<file path="src/sv/csr_sparse_matrix_vector_multiply_unit_defines.svh">
// Assertion helpers for the sparse matrix-vector unit.
`ifndef CSR_SPARSE_MATRIX_VECTOR_MULTIPLY_UNIT_DEFINES_SVH
`define CSR_SPARSE_MATRIX_VECTOR_MULTIPLY_UNIT_DEFINES_SVH

// Same-cycle implication, disabled during reset.
`define CSRMV_ASSERT_IMP(label, clk, rst, ante, cons, msg) \
  label: assert property (@(posedge clk) disable iff (rst) (ante) |-> (cons)) \
    else $error(msg);

// Next-cycle implication, disabled during reset.
`define CSRMV_ASSERT_NXT(label, clk, rst, ante, cons, msg) \
  label: assert property (@(posedge clk) disable iff (rst) (ante) |=> (cons)) \
    else $error(msg);

`endif

</file>
<file path="src/sv/csrmv_pkg.sv">
`timescale 1ns / 1ps
`default_nettype none

package csrmv_pkg;

  localparam int IDX_W  = 10;
  localparam int DATA_W = 32;
  localparam int ACC_W  = 48;
  localparam int DIM_W  = 11;

  localparam logic [DIM_W-1:0] MAX_DIM = 11'd1024;

  // Depth of the queue between the front and the back end.
  localparam int QUEUE_DEPTH = 4;
  // Depth of the result queue; must cover the back-end pipeline plus slack.
  localparam int OUT_DEPTH   = 8;

  typedef logic [1:0] cmd_t;

  localparam cmd_t CMD_LOAD  = 2'd0;
  localparam cmd_t CMD_MAC   = 2'd1;
  localparam cmd_t CMD_EMPTY = 2'd2;
  localparam cmd_t CMD_NONE  = 2'd3;

  typedef struct packed {
    cmd_t                     command;
    logic [IDX_W-1:0]         index;
    logic signed [DATA_W-1:0] value;
    logic signed [DATA_W-1:0] base;
    logic                     row_last;
  } in_item_t;

  typedef struct packed {
    logic [IDX_W-1:0]         row_index;
    logic signed [DATA_W-1:0] row_value;
    logic                     last_row;
    logic                     overflow;
  } result_t;

  // Classified operation handed from the front to the back end.
  typedef struct packed {
    cmd_t                     kind;
    logic [IDX_W-1:0]         index;
    logic                     in_range;
    logic signed [DATA_W-1:0] value;
    logic signed [DATA_W-1:0] base;
    logic                     row_last;
  } op_t;

endpackage

`default_nettype wire

</file>
<file path="src/sv/csrmv_fifo.sv">
`timescale 1ns / 1ps
`default_nettype none

module csrmv_fifo #(
  parameter int WIDTH = 8,
  parameter int DEPTH = 4
) (
  input  wire logic             clk,
  input  wire logic             rst,
  input  wire logic             push,
  input  wire logic [WIDTH-1:0] wdata,
  output logic                  full,
  input  wire logic             pop,
  output logic [WIDTH-1:0]      rdata,
  output logic                  empty
);

  localparam int PW = (DEPTH > 1) ? $clog2(DEPTH) : 1;
  localparam int CW = $clog2(DEPTH + 1);

  logic [WIDTH-1:0] mem [DEPTH];
  logic [PW-1:0]    wr_ptr;
  logic [PW-1:0]    rd_ptr;
  logic [CW-1:0]    count;
  logic             do_push;
  logic             do_pop;

  assign full    = (count == CW'(DEPTH));
  assign empty   = (count == '0);
  assign do_push = push && !full;
  assign do_pop  = pop && !empty;
  assign rdata   = mem[rd_ptr];

  always_ff @(posedge clk) begin
    if (do_push) begin
      mem[wr_ptr] <= wdata;
    end
  end

  always_ff @(posedge clk) begin
    if (rst) begin
      wr_ptr <= '0;
      rd_ptr <= '0;
      count  <= '0;
    end else begin
      if (do_push) begin
        wr_ptr <= (wr_ptr == PW'(DEPTH - 1)) ? '0 : wr_ptr + 1'b1;
      end
      if (do_pop) begin
        rd_ptr <= (rd_ptr == PW'(DEPTH - 1)) ? '0 : rd_ptr + 1'b1;
      end
      unique case ({do_push, do_pop})
        2'b10:   count <= count + 1'b1;
        2'b01:   count <= count - 1'b1;
        default: count <= count;
      endcase
    end
  end

endmodule

`default_nettype wire

</file>
<file path="src/sv/csrmv_front.sv">
`timescale 1ns / 1ps
`default_nettype none

module csrmv_front #(
  parameter int VECTOR_DEPTH = 1024
) (
  input  wire logic               clk,
  input  wire logic               rst,
  input  wire logic               push,
  input  wire csrmv_pkg::in_item_t item,
  output logic                    full,
  output logic                    q_valid,
  output csrmv_pkg::op_t          q_op,
  input  wire logic               q_pop
);

  localparam int OPW = $bits(csrmv_pkg::op_t);

  csrmv_pkg::op_t   op;
  logic [OPW-1:0]   q_data;
  logic             q_empty;
  logic             q_push;

  // Classify: drop unknown commands, flag indexes beyond the store.
  always_comb begin
    op.kind     = item.command;
    op.index    = item.index;
    op.in_range = (32'(item.index) < 32'(VECTOR_DEPTH));
    op.value    = item.value;
    op.base     = item.base;
    op.row_last = item.row_last;
  end

  assign q_push  = push && !full && (item.command != csrmv_pkg::CMD_NONE);
  assign q_valid = !q_empty;
  assign q_op    = csrmv_pkg::op_t'(q_data);

  csrmv_fifo #(
    .WIDTH (OPW),
    .DEPTH (csrmv_pkg::QUEUE_DEPTH)
  ) u_queue (
    .clk   (clk),
    .rst   (rst),
    .push  (q_push),
    .wdata (OPW'(op)),
    .full  (full),
    .pop   (q_pop),
    .rdata (q_data),
    .empty (q_empty)
  );

endmodule

`default_nettype wire

</file>
<file path="config.mk">
export PLATFORM = sky130hd
export DESIGN_NAME = csrmv_front
export DESIGN_NICKNAME = d
export VERILOG_FILES = /design/src/sv/csr_sparse_matrix_vector_multiply_unit_defines.svh /design/src/sv/csrmv_pkg.sv /design/src/sv/csrmv_fifo.sv /design/src/sv/csrmv_front.sv
export SDC_FILE = /design/constraint.sdc
export NUM_CORES = 1
export LEC_CHECK = 0
export BUFFER_PORTS_ARGS = -buffer_cell sky130_fd_sc_hd__buf_2
export CAP_MARGIN = 20
export CORE_MARGIN = 5
export CORE_UTILIZATION = 35
export DETAILED_ROUTE_END_ITERATION = 12
export GPL_ROUTABILITY_DRIVEN = 0
export PLACE_DENSITY = 0.57
export SYNTH_ARGS = -nofsm -noshare
export SYNTH_HDL_FRONTEND = slang
export SYNTH_HIERARCHICAL = 1
export SYNTH_SLANG_ARGS = --single-unit
</file>
<file path="constraint.sdc">
create_clock -name clk -period 2.39 [get_ports clk]
set_input_delay 0.239 -clock clk [delete_from_list [all_inputs] [get_ports clk]]
set_output_delay 0.239 -clock clk [all_outputs]
set_load 0.05 [all_outputs]
</file>
Word level (Yosys, flattened, before mapping)
Memory sizes are Yosys's and may differ from the RTL's. A register that Yosys moved wholly into a read port is not among the register bits.
Index checks and enable logic that the tools add are counted.
{ "word_totals": {"romBits": 0, "reg_bits": 7, "mem_bits_rw": 308, "memories": 1, "latchBits": 0, "input_bits": 81, "output_inout_bits": 80, "elab_cells": 29} }
{ "classes": {"n_mux": 7, "mul": 0, "reduce_logical": 8, "n_bitwise": 0, "eq_ne": 6, "div": 0, "magnitude_cmp": 0, "shifts": 0, "n_addsub": 4} }
{ "memory_table": {"columns": ["memory", "depth", "width", "rd", "rd_ports_with_merged_regs", "wr", "line_no", "rtl"], "rows": [
  ["u_queue.mem", 4, 77, 1, 1, 1, "csrmv_fifo.sv:21", "logic [WIDTH-1:0] mem [DEPTH];"]
]} }
{ "op_table": {"columns": ["operator", "count"], "rows": [
  ["two-way mux 2 bit", 4],
  ["equality test 2 bit, second input constant", 3],
  ["case mux 3 bit (2 select lines)", 1],
  ["adder 2 x 1 -> 2 bit, second input constant", 2],
  ["logical AND 1 bit", 4],
  ["adder 3 x 1 -> 3 bit, second input constant", 1],
  ["equality test 3 bit, second input constant", 1],
  ["zero test 3 bit", 1],
  ["subtractor 3 x 1 -> 3 bit, second input constant", 1],
  ["equality test 2 x 1 -> 1 bit, second input constant", 1],
  ["zero test 1 bit", 2],
  ["two-way mux 1 bit", 2],
  ["inequality test 2 bit, second input constant", 1],
  ["nonzero test 2 bit", 1]
]} }

Longest topological paths before layout
Gate-level depths: netlist of run 1.
{ "depth": {"depth_word": 7, "mapped_depth": 12, "mapped_depth_nobuf": 11} }

Hierarchy
Netlist of run 1, hierarchy kept.
{ "by_module_without_submodules": {"columns": ["module", "area_each_um2", "n_inst", "seq_area_each_um2", "cells_per_inst"], "rows": [
  ["csrmv_fifo", 11735.0, 1, 9549.2, 462],
  ["csrmv_front", 23.8, 1, 0.0, 4]
]} }

Worst setup path after synthesis of run 1
No wires, ideal clock.
{ "synth_timing": {"path_type": "register -> register", "from": "register u_queue.count[2]", "to": "register u_queue.count[2]", "required_time_ps": 2320, "arrival_ps": 2761, "stages_incl_launch_ff": 13, "synth_period_minus_slack_ps": 2831, "path_buffers": 1, "setup_time_ps": 70, "setup_slack_ps": -441, "path_cell_list": "dfxtp_1 > or3b_1 > buf_6 > inv_1 > a211oi_2 > and2_4 > inv_1 > ha_1 > inv_1 > fa_1 > xor2_1 > or3_2 > a21oi_1"} }
{ "synth_via": {"elab_chain_cells": 7, "word_cells_on_any_way": 14, "classes_between": "add/sub (2); eq/ne (3); mux (1); reduce/logical (8)"} }
{ "synth_lines": {"columns": ["element", "line_no", "rtl"], "rows": [
  ["start: declaration", "csrmv_fifo.sv:24", "logic [CW-1:0] count;"],
  ["start signal: assignment", "csrmv_fifo.sv:53", "2'b10: count <= count + 1'b1;"],
  ["start signal: assignment", "csrmv_fifo.sv:54", "2'b01: count <= count - 1'b1;"],
  ["start signal: assignment", "csrmv_fifo.sv:55", "default: count <= count;"],
  ["equality test 3 bit *", "csrmv_fifo.sv:28", "assign full = (count == CW'(DEPTH));"],
  ["named net full", "csrmv_front.sv:11", "output logic full,"],
  ["zero test 1 bit *", "csrmv_front.sv:34", "assign q_push = push && !full && (item.command != csrmv_pkg::CMD_NONE);"],
  ["logical AND 1 bit * (2 in series)", "csrmv_front.sv:34", null],
  ["named net q_push", "csrmv_front.sv:22", "logic q_push;"],
  ["logical AND 1 bit *", "csrmv_fifo.sv:30", "assign do_push = push && !full;"],
  ["equality test 2 x 1 -> 1 bit / equality test 2 bit (equally long branches)", "csrmv_fifo.sv:52", "unique case ({do_push, do_pop})"],
  ["case mux 3 bit (2 select lines) / nonzero test 2 bit (equally long branches)", null, null]
]} }
Mark *: on every way through the listed nets, which the timed path passes. The rest lies on a longest branch.
A chain may end at the register's enable or synchronous reset.

Worst setup path after layout of run 1
{ "layout_timing": {"from": "register u_queue.count[0]", "to": "register u_queue.count[2]"} }
{ "layout_via": {"elab_chain_cells": 7, "word_cells_on_any_way": 14, "classes_between": "add/sub (2); eq/ne (3); mux (1); reduce/logical (8)"} }
{ "layout_lines": {"columns": ["element", "line_no"], "rows": [
  ["equality test 3 bit", "csrmv_fifo.sv:28"],
  ["zero test 1 bit", "csrmv_fifo.sv:30, csrmv_front.sv:34"],
  ["logical AND 1 bit (2 in series)", "csrmv_front.sv:34"],
  ["logical AND 1 bit", "csrmv_fifo.sv:30"],
  ["equality test 2 x 1 -> 1 bit / equality test 2 bit (equally long branches)", "csrmv_fifo.sv:52"],
  ["case mux 3 bit (2 select lines) / nonzero test 2 bit (equally long branches)", null]
]} }
Parallel ways exist; a longest one is shown, timed or not.

==> results.cfg, run 1 <==
[run_status]
outcome = completed

[power]
internal_power_uw = 11800
combPwrFrac = 0.300
p_clk_frac = 0.304
switching_share = 0.326
totalPowerFinal_uw = 17400
max-vdd-ir-drop_v = 0.000987
p_leak_uw = 0.00518
p_per_area_mw_per_mm2 = 1140
p_sw_uw = 5690
pwr-share-seq = 0.396

[sta]
rsz0062_at_grt = yes
period_share = 0.993
finClkSkew_ps = 17.7
clock.fmax_mhz = 421
slew_violations = 0
finalSetupViolations = 0
final.min_clock_period_ps = 2370
hold_viol = 0
fin_ws_ps = 17.0

[place]
portBuffers = 160
dp_hpwl_um = 14300
place_ws_ps = -43.4

[final_layout]
multiInputGateArea_mm2 = 0.00211
diodes = 0
syn_to_final_growth_pct = 30.6
register_area_mm2 = 0.00956
final_common_cell = edfxtp_1
nNetsFinal = 833
fill_cells = 2843
final_cell_mix = 312 x edfxtp_1, 160 x buf_2, 78 x mux4_2, 76 x dlygate4sd3_1, 37 x clkbuf_16
final_layout_size_suffix_gt1_frac = 0.430

[floorplan]
fp.coreArea_mm2 = 0.0334
initial_utilization = 0.352
rows = 67
die_w_um = 193
design.portCount = 161
die-area_mm2 = 0.0374
die_h_um = 193

[logic_synthesis]
synth.avg_cell_area_um2 = 25.2
synthDistinctLibCells = 27
synth_top_cell_by_area = edfxtp_1
yosys_warnings = 6
yosysSeqAreaShare = 0.812
synthesis.area_mm2 = 0.0118
syn_inst = 466
synth_top_area_frac = 0.797
synthTopCellsByArea = edfxtp_1 80%, mux4_2 15%, dfxtp_1 1.5%
ys_ff_latch = 321

[routing]
via_count = 5663
detail_route.wirelength.met1_um = 9860
wirelength_um = 23400
dr_wl_met2_um = 12000
first_pass_iters = 4
wl_per_cell_um = 19.2
via_per_inst = 4.65
dr_wl_met3_um = 1100
top_layer = met4
drc = 0
ant_nets = 0
drt_iter0_markers = 271

[setup_path]
criticalPathCategory = reg -> reg
cp-end-kind = flop
path_max_fanout = 2
cp.arrival_ps = 2790
crit_required_ps = 2810
startpoint_type = flop

[cts]
cts_tree = done
clk_path_buf_depth = 3
clock-sinks = 321
h-tree-depth = 2
clkLatencyLatePin_ps = 500
cts_root_buffer = clkbuf_16
cts_buffers = 35
path_clk_slew_ps = 50

[grt]
grtUsageTotal = 0.125
grt_max_degree = 51
overflow = 0
grt_pass1_wl_um = 36900
grt_pass1_vias = 6349
antenna_found_initial = 0

[run]
maxCapViolCount = 0

[hold_path]
hold_class = in -> reg
[cells in the mapped netlist]
master / count
edfxtp_1: 312
mux4_2: 78
inv_1: 10
buf_2: 9
dfxtp_1: 9
clkbuf_1: 6
ha_1: 6
buf_6: 5
a21oi_1: 4
and3_2: 4
nor2_1: 4
nand3_1: 2
nor3_1: 2
xor2_1: 2
a211oi_2: 1
a21o_1: 1
and2_4: 1
conb_1: 1
fa_1: 1
mux2i_1: 1
nand2_1: 1
o21ai_0: 1
o31ai_1: 1
o31ai_2: 1
or3_1: 1
or3_2: 1
or3b_1: 1
[critical path, cell delays in order, from the launching register on]
cell and delay (ps):
dfxtp_2 320, or3b_4 410, buf_4 160, and2_4 160
inv_2 60, ha_4 150, inv_2 40, fa_2 360
xor2_2 170, or3_4 340, a21oi_2 140
[metrics by stage]
step                instances  hold slack, ps   util  cell area (um2)  TNS (ps)
finish                   1218            29.4  0.460            15400         0
global route             1218            19.0  0.460            15400     -47.2
CTS                      1217            8.08  0.460            15300         0
detailed placement       1079             459  0.402            13400     -43.4
global placement         1079             447  0.402            13400         0
floorplan                 469             338      -            11800     -5420
[power groups by stage]
stage | registers [uW] | clock network [uW] | logic, uW
after floorplan | 6990 | 0 | 3920
after global placement | 6990 | 0 | 5170
after detailed placement | 7040 | 0 | 5200
after CTS | 6920 | 5470 | 5320
after global routing | 6960 | 5700 | 5530
final | 6910 | 5300 | 5230
[final cells by class]
type,instances,area share
repair buffers,259,0.125
well taps,448,0.0365
inverters,10,0.00269
multi-input cells,118,0.138
clock buffers,42,0.0615
clock inverters,20,0.0135
flip-flops and latches,321,0.623
[registers in the layout, summed over array words and instances, names as in the netlist, named ones only]
register        count
u_queue/mem       312
u_queue/wr_ptr      2
u_queue/rd_ptr      2
u_queue/count       3
[per-layer routing]
metal / global-route usage / vias to the layer above
met4: 0.0320 / 0
met1: 0.163 / 2960
met3: 0.0299 / 37
li1: - / 2535
met5: 0 / -
met2: 0.213 / 131
[worst paths after layout]
path                                   from                            end  slack (ps)  depth (start not counted)
max reg2reg   u_queue/count[0]$_SDFFE_PP0P_  u_queue/count[2]$_SDFFE_PP0P_          20                         10
max           u_queue/count[0]$_SDFFE_PP0P_  u_queue/count[2]$_SDFFE_PP0P_          20                         10
min reg2reg  u_queue/rd_ptr[0]$_SDFFE_PP0P_                           flop         500                          2
min                                item[75]   u_queue/mem[2][76]$_DFFE_PP_          30                          1
[cell families after synthesis]
group           share of synthesized area
mux                                 0.150
compound gates                    0.00553
xor+xnor                          0.00149
other cells                      0.000319
flops                               0.812
fa+ha+maj                         0.00809
simple gates                      0.00851
buf+inv                            0.0137
[what timing repair did]
action	4_1_cts	5_1_grt
pin swaps	0	4
hold endpoints to repair	301	0
gates resized for setup	2	2
cloned	0	0
endpoints found under the setup margin	1	19
buffers inserted	0	1
hold buffers	76	0
Note: power is estimated with default switching activity, not from simulation.
==> run 2: changes to the inputs <==
--- a/config.mk
+++ b/config.mk
@@ -7,11 +7,13 @@
 export LEC_CHECK = 0
 export BUFFER_PORTS_ARGS = -buffer_cell sky130_fd_sc_hd__buf_2
 export CAP_MARGIN = 20
-export CORE_MARGIN = 5
+export CORE_MARGIN = 8
 export CORE_UTILIZATION = 35
 export DETAILED_ROUTE_END_ITERATION = 12
 export GPL_ROUTABILITY_DRIVEN = 0
+export HOLD_SLACK_MARGIN = 0.05
 export PLACE_DENSITY = 0.57
+export RECOVER_POWER = 25
 export SYNTH_ARGS = -nofsm -noshare
 export SYNTH_HDL_FRONTEND = slang
 export SYNTH_HIERARCHICAL = 1
==> run 2 against run 1 <==
  * Total power fell by 2.3%
  * Maximum frequency increased by 2.2%
  * Die area increased by 6.3%
  * Cell count is essentially flat
  * Hold slack better by 260 ps
  * Routed wire length is 4.4% higher
  * Final area fell by 1.3%
==> results.cfg, run 2 (synthesis results as in run 1) <==
[run_status]
outcome = completed

[grt]
grt_max_degree = 59
antenna_found_initial = 1
grt_pass1_vias = 6544
grt_pass1_wl_um = 37200
overflow = 0
grtUsageTotal = 0.124

[sta]
final.min_clock_period_ps = 2320
hold_viol = 0
finalSetupViolations = 0
finClkSkew_ps = 17.4
period_share = 0.971
clock.fmax_mhz = 431
slew_violations = 0

[cts]
h-tree-depth = 2
clock-sinks = 321
clkLatencyLatePin_ps = 500
path_clk_slew_ps = 60
cts_tree = done
cts_root_buffer = clkbuf_16
cts_buffers = 35
clk_path_buf_depth = 3

[final_layout]
instances_no_fill = 1219
final_common_cell = edfxtp_1
nNetsFinal = 835
final_core_util = 0.455
largestRegisters = u_queue/mem: 312 flops, u_queue/count: 3 flops
syn_to_final_growth_pct = 28.8
regMostFlops = u_queue/mem
final_layout_size_suffix_gt1_frac = 0.364
largest_reg_flops = 312
final_cell_mix = 312 x edfxtp_1, 114 x buf_2, 78 x dlygate4sd3_1, 78 x mux4_2, 57 x clkbuf_1

[setup_path]
r2r_setup_slack_ps = 70
crit_family = simple AND/OR/NAND/NOR gates
cp.arrival_ps = 2750
cp-end-kind = flop
r2r_start = u_queue/count[2]$_SDFFE_PP0P_
reg2reg_to = u_queue/count[2]$_SDFFE_PP0P_
cp.buffers_inverters = 3
criticalPathCategory = reg -> reg
slowest_stage = or3b_4
critPathMaxStageDelay_ps = 390
crit_chain = or3b_4 > buf_4 > and2_4 > inv_2 > ha_4 > inv_2 > fa_2 > xor2_2 > or3_4 > a21oi_2
path_max_fanout = 2
cpMostUsedCell = inv_2
crit_required_ps = 2820
rr_worst_depth = 10
startpoint_type = flop

[power]
switching_share = 0.335
p_sw_uw = 5720
pwr-share-seq = 0.407
max-vdd-ir-drop_v = 0.000746
totalPowerFinal_uw = 17100
internal_power_uw = 11300
combPwrFrac = 0.309
p_clk_frac = 0.284
p_leak_uw = 0.00499
p_per_area_mw_per_mm2 = 1130

[hold_path]
worstHoldStart = q_pop
worstHoldPathCells = 5
hold_class = in -> reg

[floorplan]
rows = 67
die_h_um = 199
initial_utilization = 0.353
design.portCount = 161
die-area_mm2 = 0.0397
fp.coreArea_mm2 = 0.0333
die_w_um = 199

[run]
maxCapViolCount = 0

[routing]
wirelength_um = 24500
via_count = 5694
wl_per_cell_um = 20.1
drc = 0
first_pass_iters = 5
via_per_inst = 4.67
ant_nets = 0
drt_iter0_markers = 218

[place]
dp_hpwl_um = 14300
portBuffers = 160
dp_cells = 1074
==> run 2: final cells by class <==
class / count / area [um2]
fill: 2885 / 18100
sequential: 321 / 9560
multi-input combinational: 118 / 2110
timing repair buffer: 261 / 1840
clock buffer: 48 / 967
tap: 448 / 561
clock inverter: 12 / 58.8
inverter: 10 / 41.3
antenna: 1 / 2.50
==> run 2: worst max-delay path by stage <==
stage | startpoint | endpoint | slack, ps | depth (start not counted)
final | u_queue/count[2]$_SDFFE_PP0P_ | u_queue/count[2]$_SDFFE_PP0P_ | 70 | 10
after detailed placement | u_queue/count[2]$_SDFFE_PP0P_ | u_queue/count[2]$_SDFFE_PP0P_ | -20 | 11
after floorplan | u_queue/count[0]$_SDFFE_PP0P_ | u_queue/count[2]$_SDFFE_PP0P_ | -140 | 12
after global placement | u_queue/count[2]$_SDFFE_PP0P_ | u_queue/count[2]$_SDFFE_PP0P_ | 60 | 11
after global routing | u_queue/count[1]$_SDFFE_PP0P_ | u_queue/count[2]$_SDFFE_PP0P_ | -30 | 11
after CTS | u_queue/count[2]$_SDFFE_PP0P_ | u_queue/count[2]$_SDFFE_PP0P_ | 6 | 11
==> run 2: metal layers <==
layer  vias up  part of all wire  global-route usage
met1      2964              0.40               0.147
li1       2544                 -                   -
met3        37             0.057              0.0301
met5         -                 0                   0
met2       149              0.52               0.219
met4         0             0.021              0.0379
==> run 2: worst register-to-register path: stages, from the launching register on <==
cell     delay [ps]
dfxtp_4         340
or3b_4          390
buf_4           150
and2_4          160
inv_2            60
ha_4            130
inv_2            30
fa_2            350
xor2_2          170
or3_4           330
a21oi_2         150
==> run 2: what timing repair did <==
action / 4_1_cts / 5_1_grt
setup buffers: 2 / 3
endpoints found under the setup margin: 50 / 1
pin swaps: 0 / 5
gates resized for setup: 3 / 4
endpoints found under the hold margin: 315 / 0
gates cloned: 1 / 0
hold buffers: 78 / 0
==> run 2: power groups by stage <==
stage               Clock, uW  Sequential, uW  Combinational [uW]
CTS                      5010            6950                5390
detailed placement          0            7060                5170
global placement            0            7020                5100
floorplan                   0            6990                3920
finish                   4840            6940                5270
global route             5190            6980                5590
==> run 2: through the flow <==
| stage | hold WS (ps) | setup TNS [ps] | worst slack, ps | instance area (um2) |
|---|---|---|---|---|
| floorplan | 338 | -5420 | -142 | 11800 |
| global placement | 447 | 0 | 59.3 | 13300 |
| detailed placement | 457 | -15.8 | -15.8 | 13300 |
| CTS | 279 | 0 | 6.16 | 15200 |
| global route | 324 | -32.1 | -32.1 | 15100 |
| finish | 289 | 0 | 68.2 | 15100 |
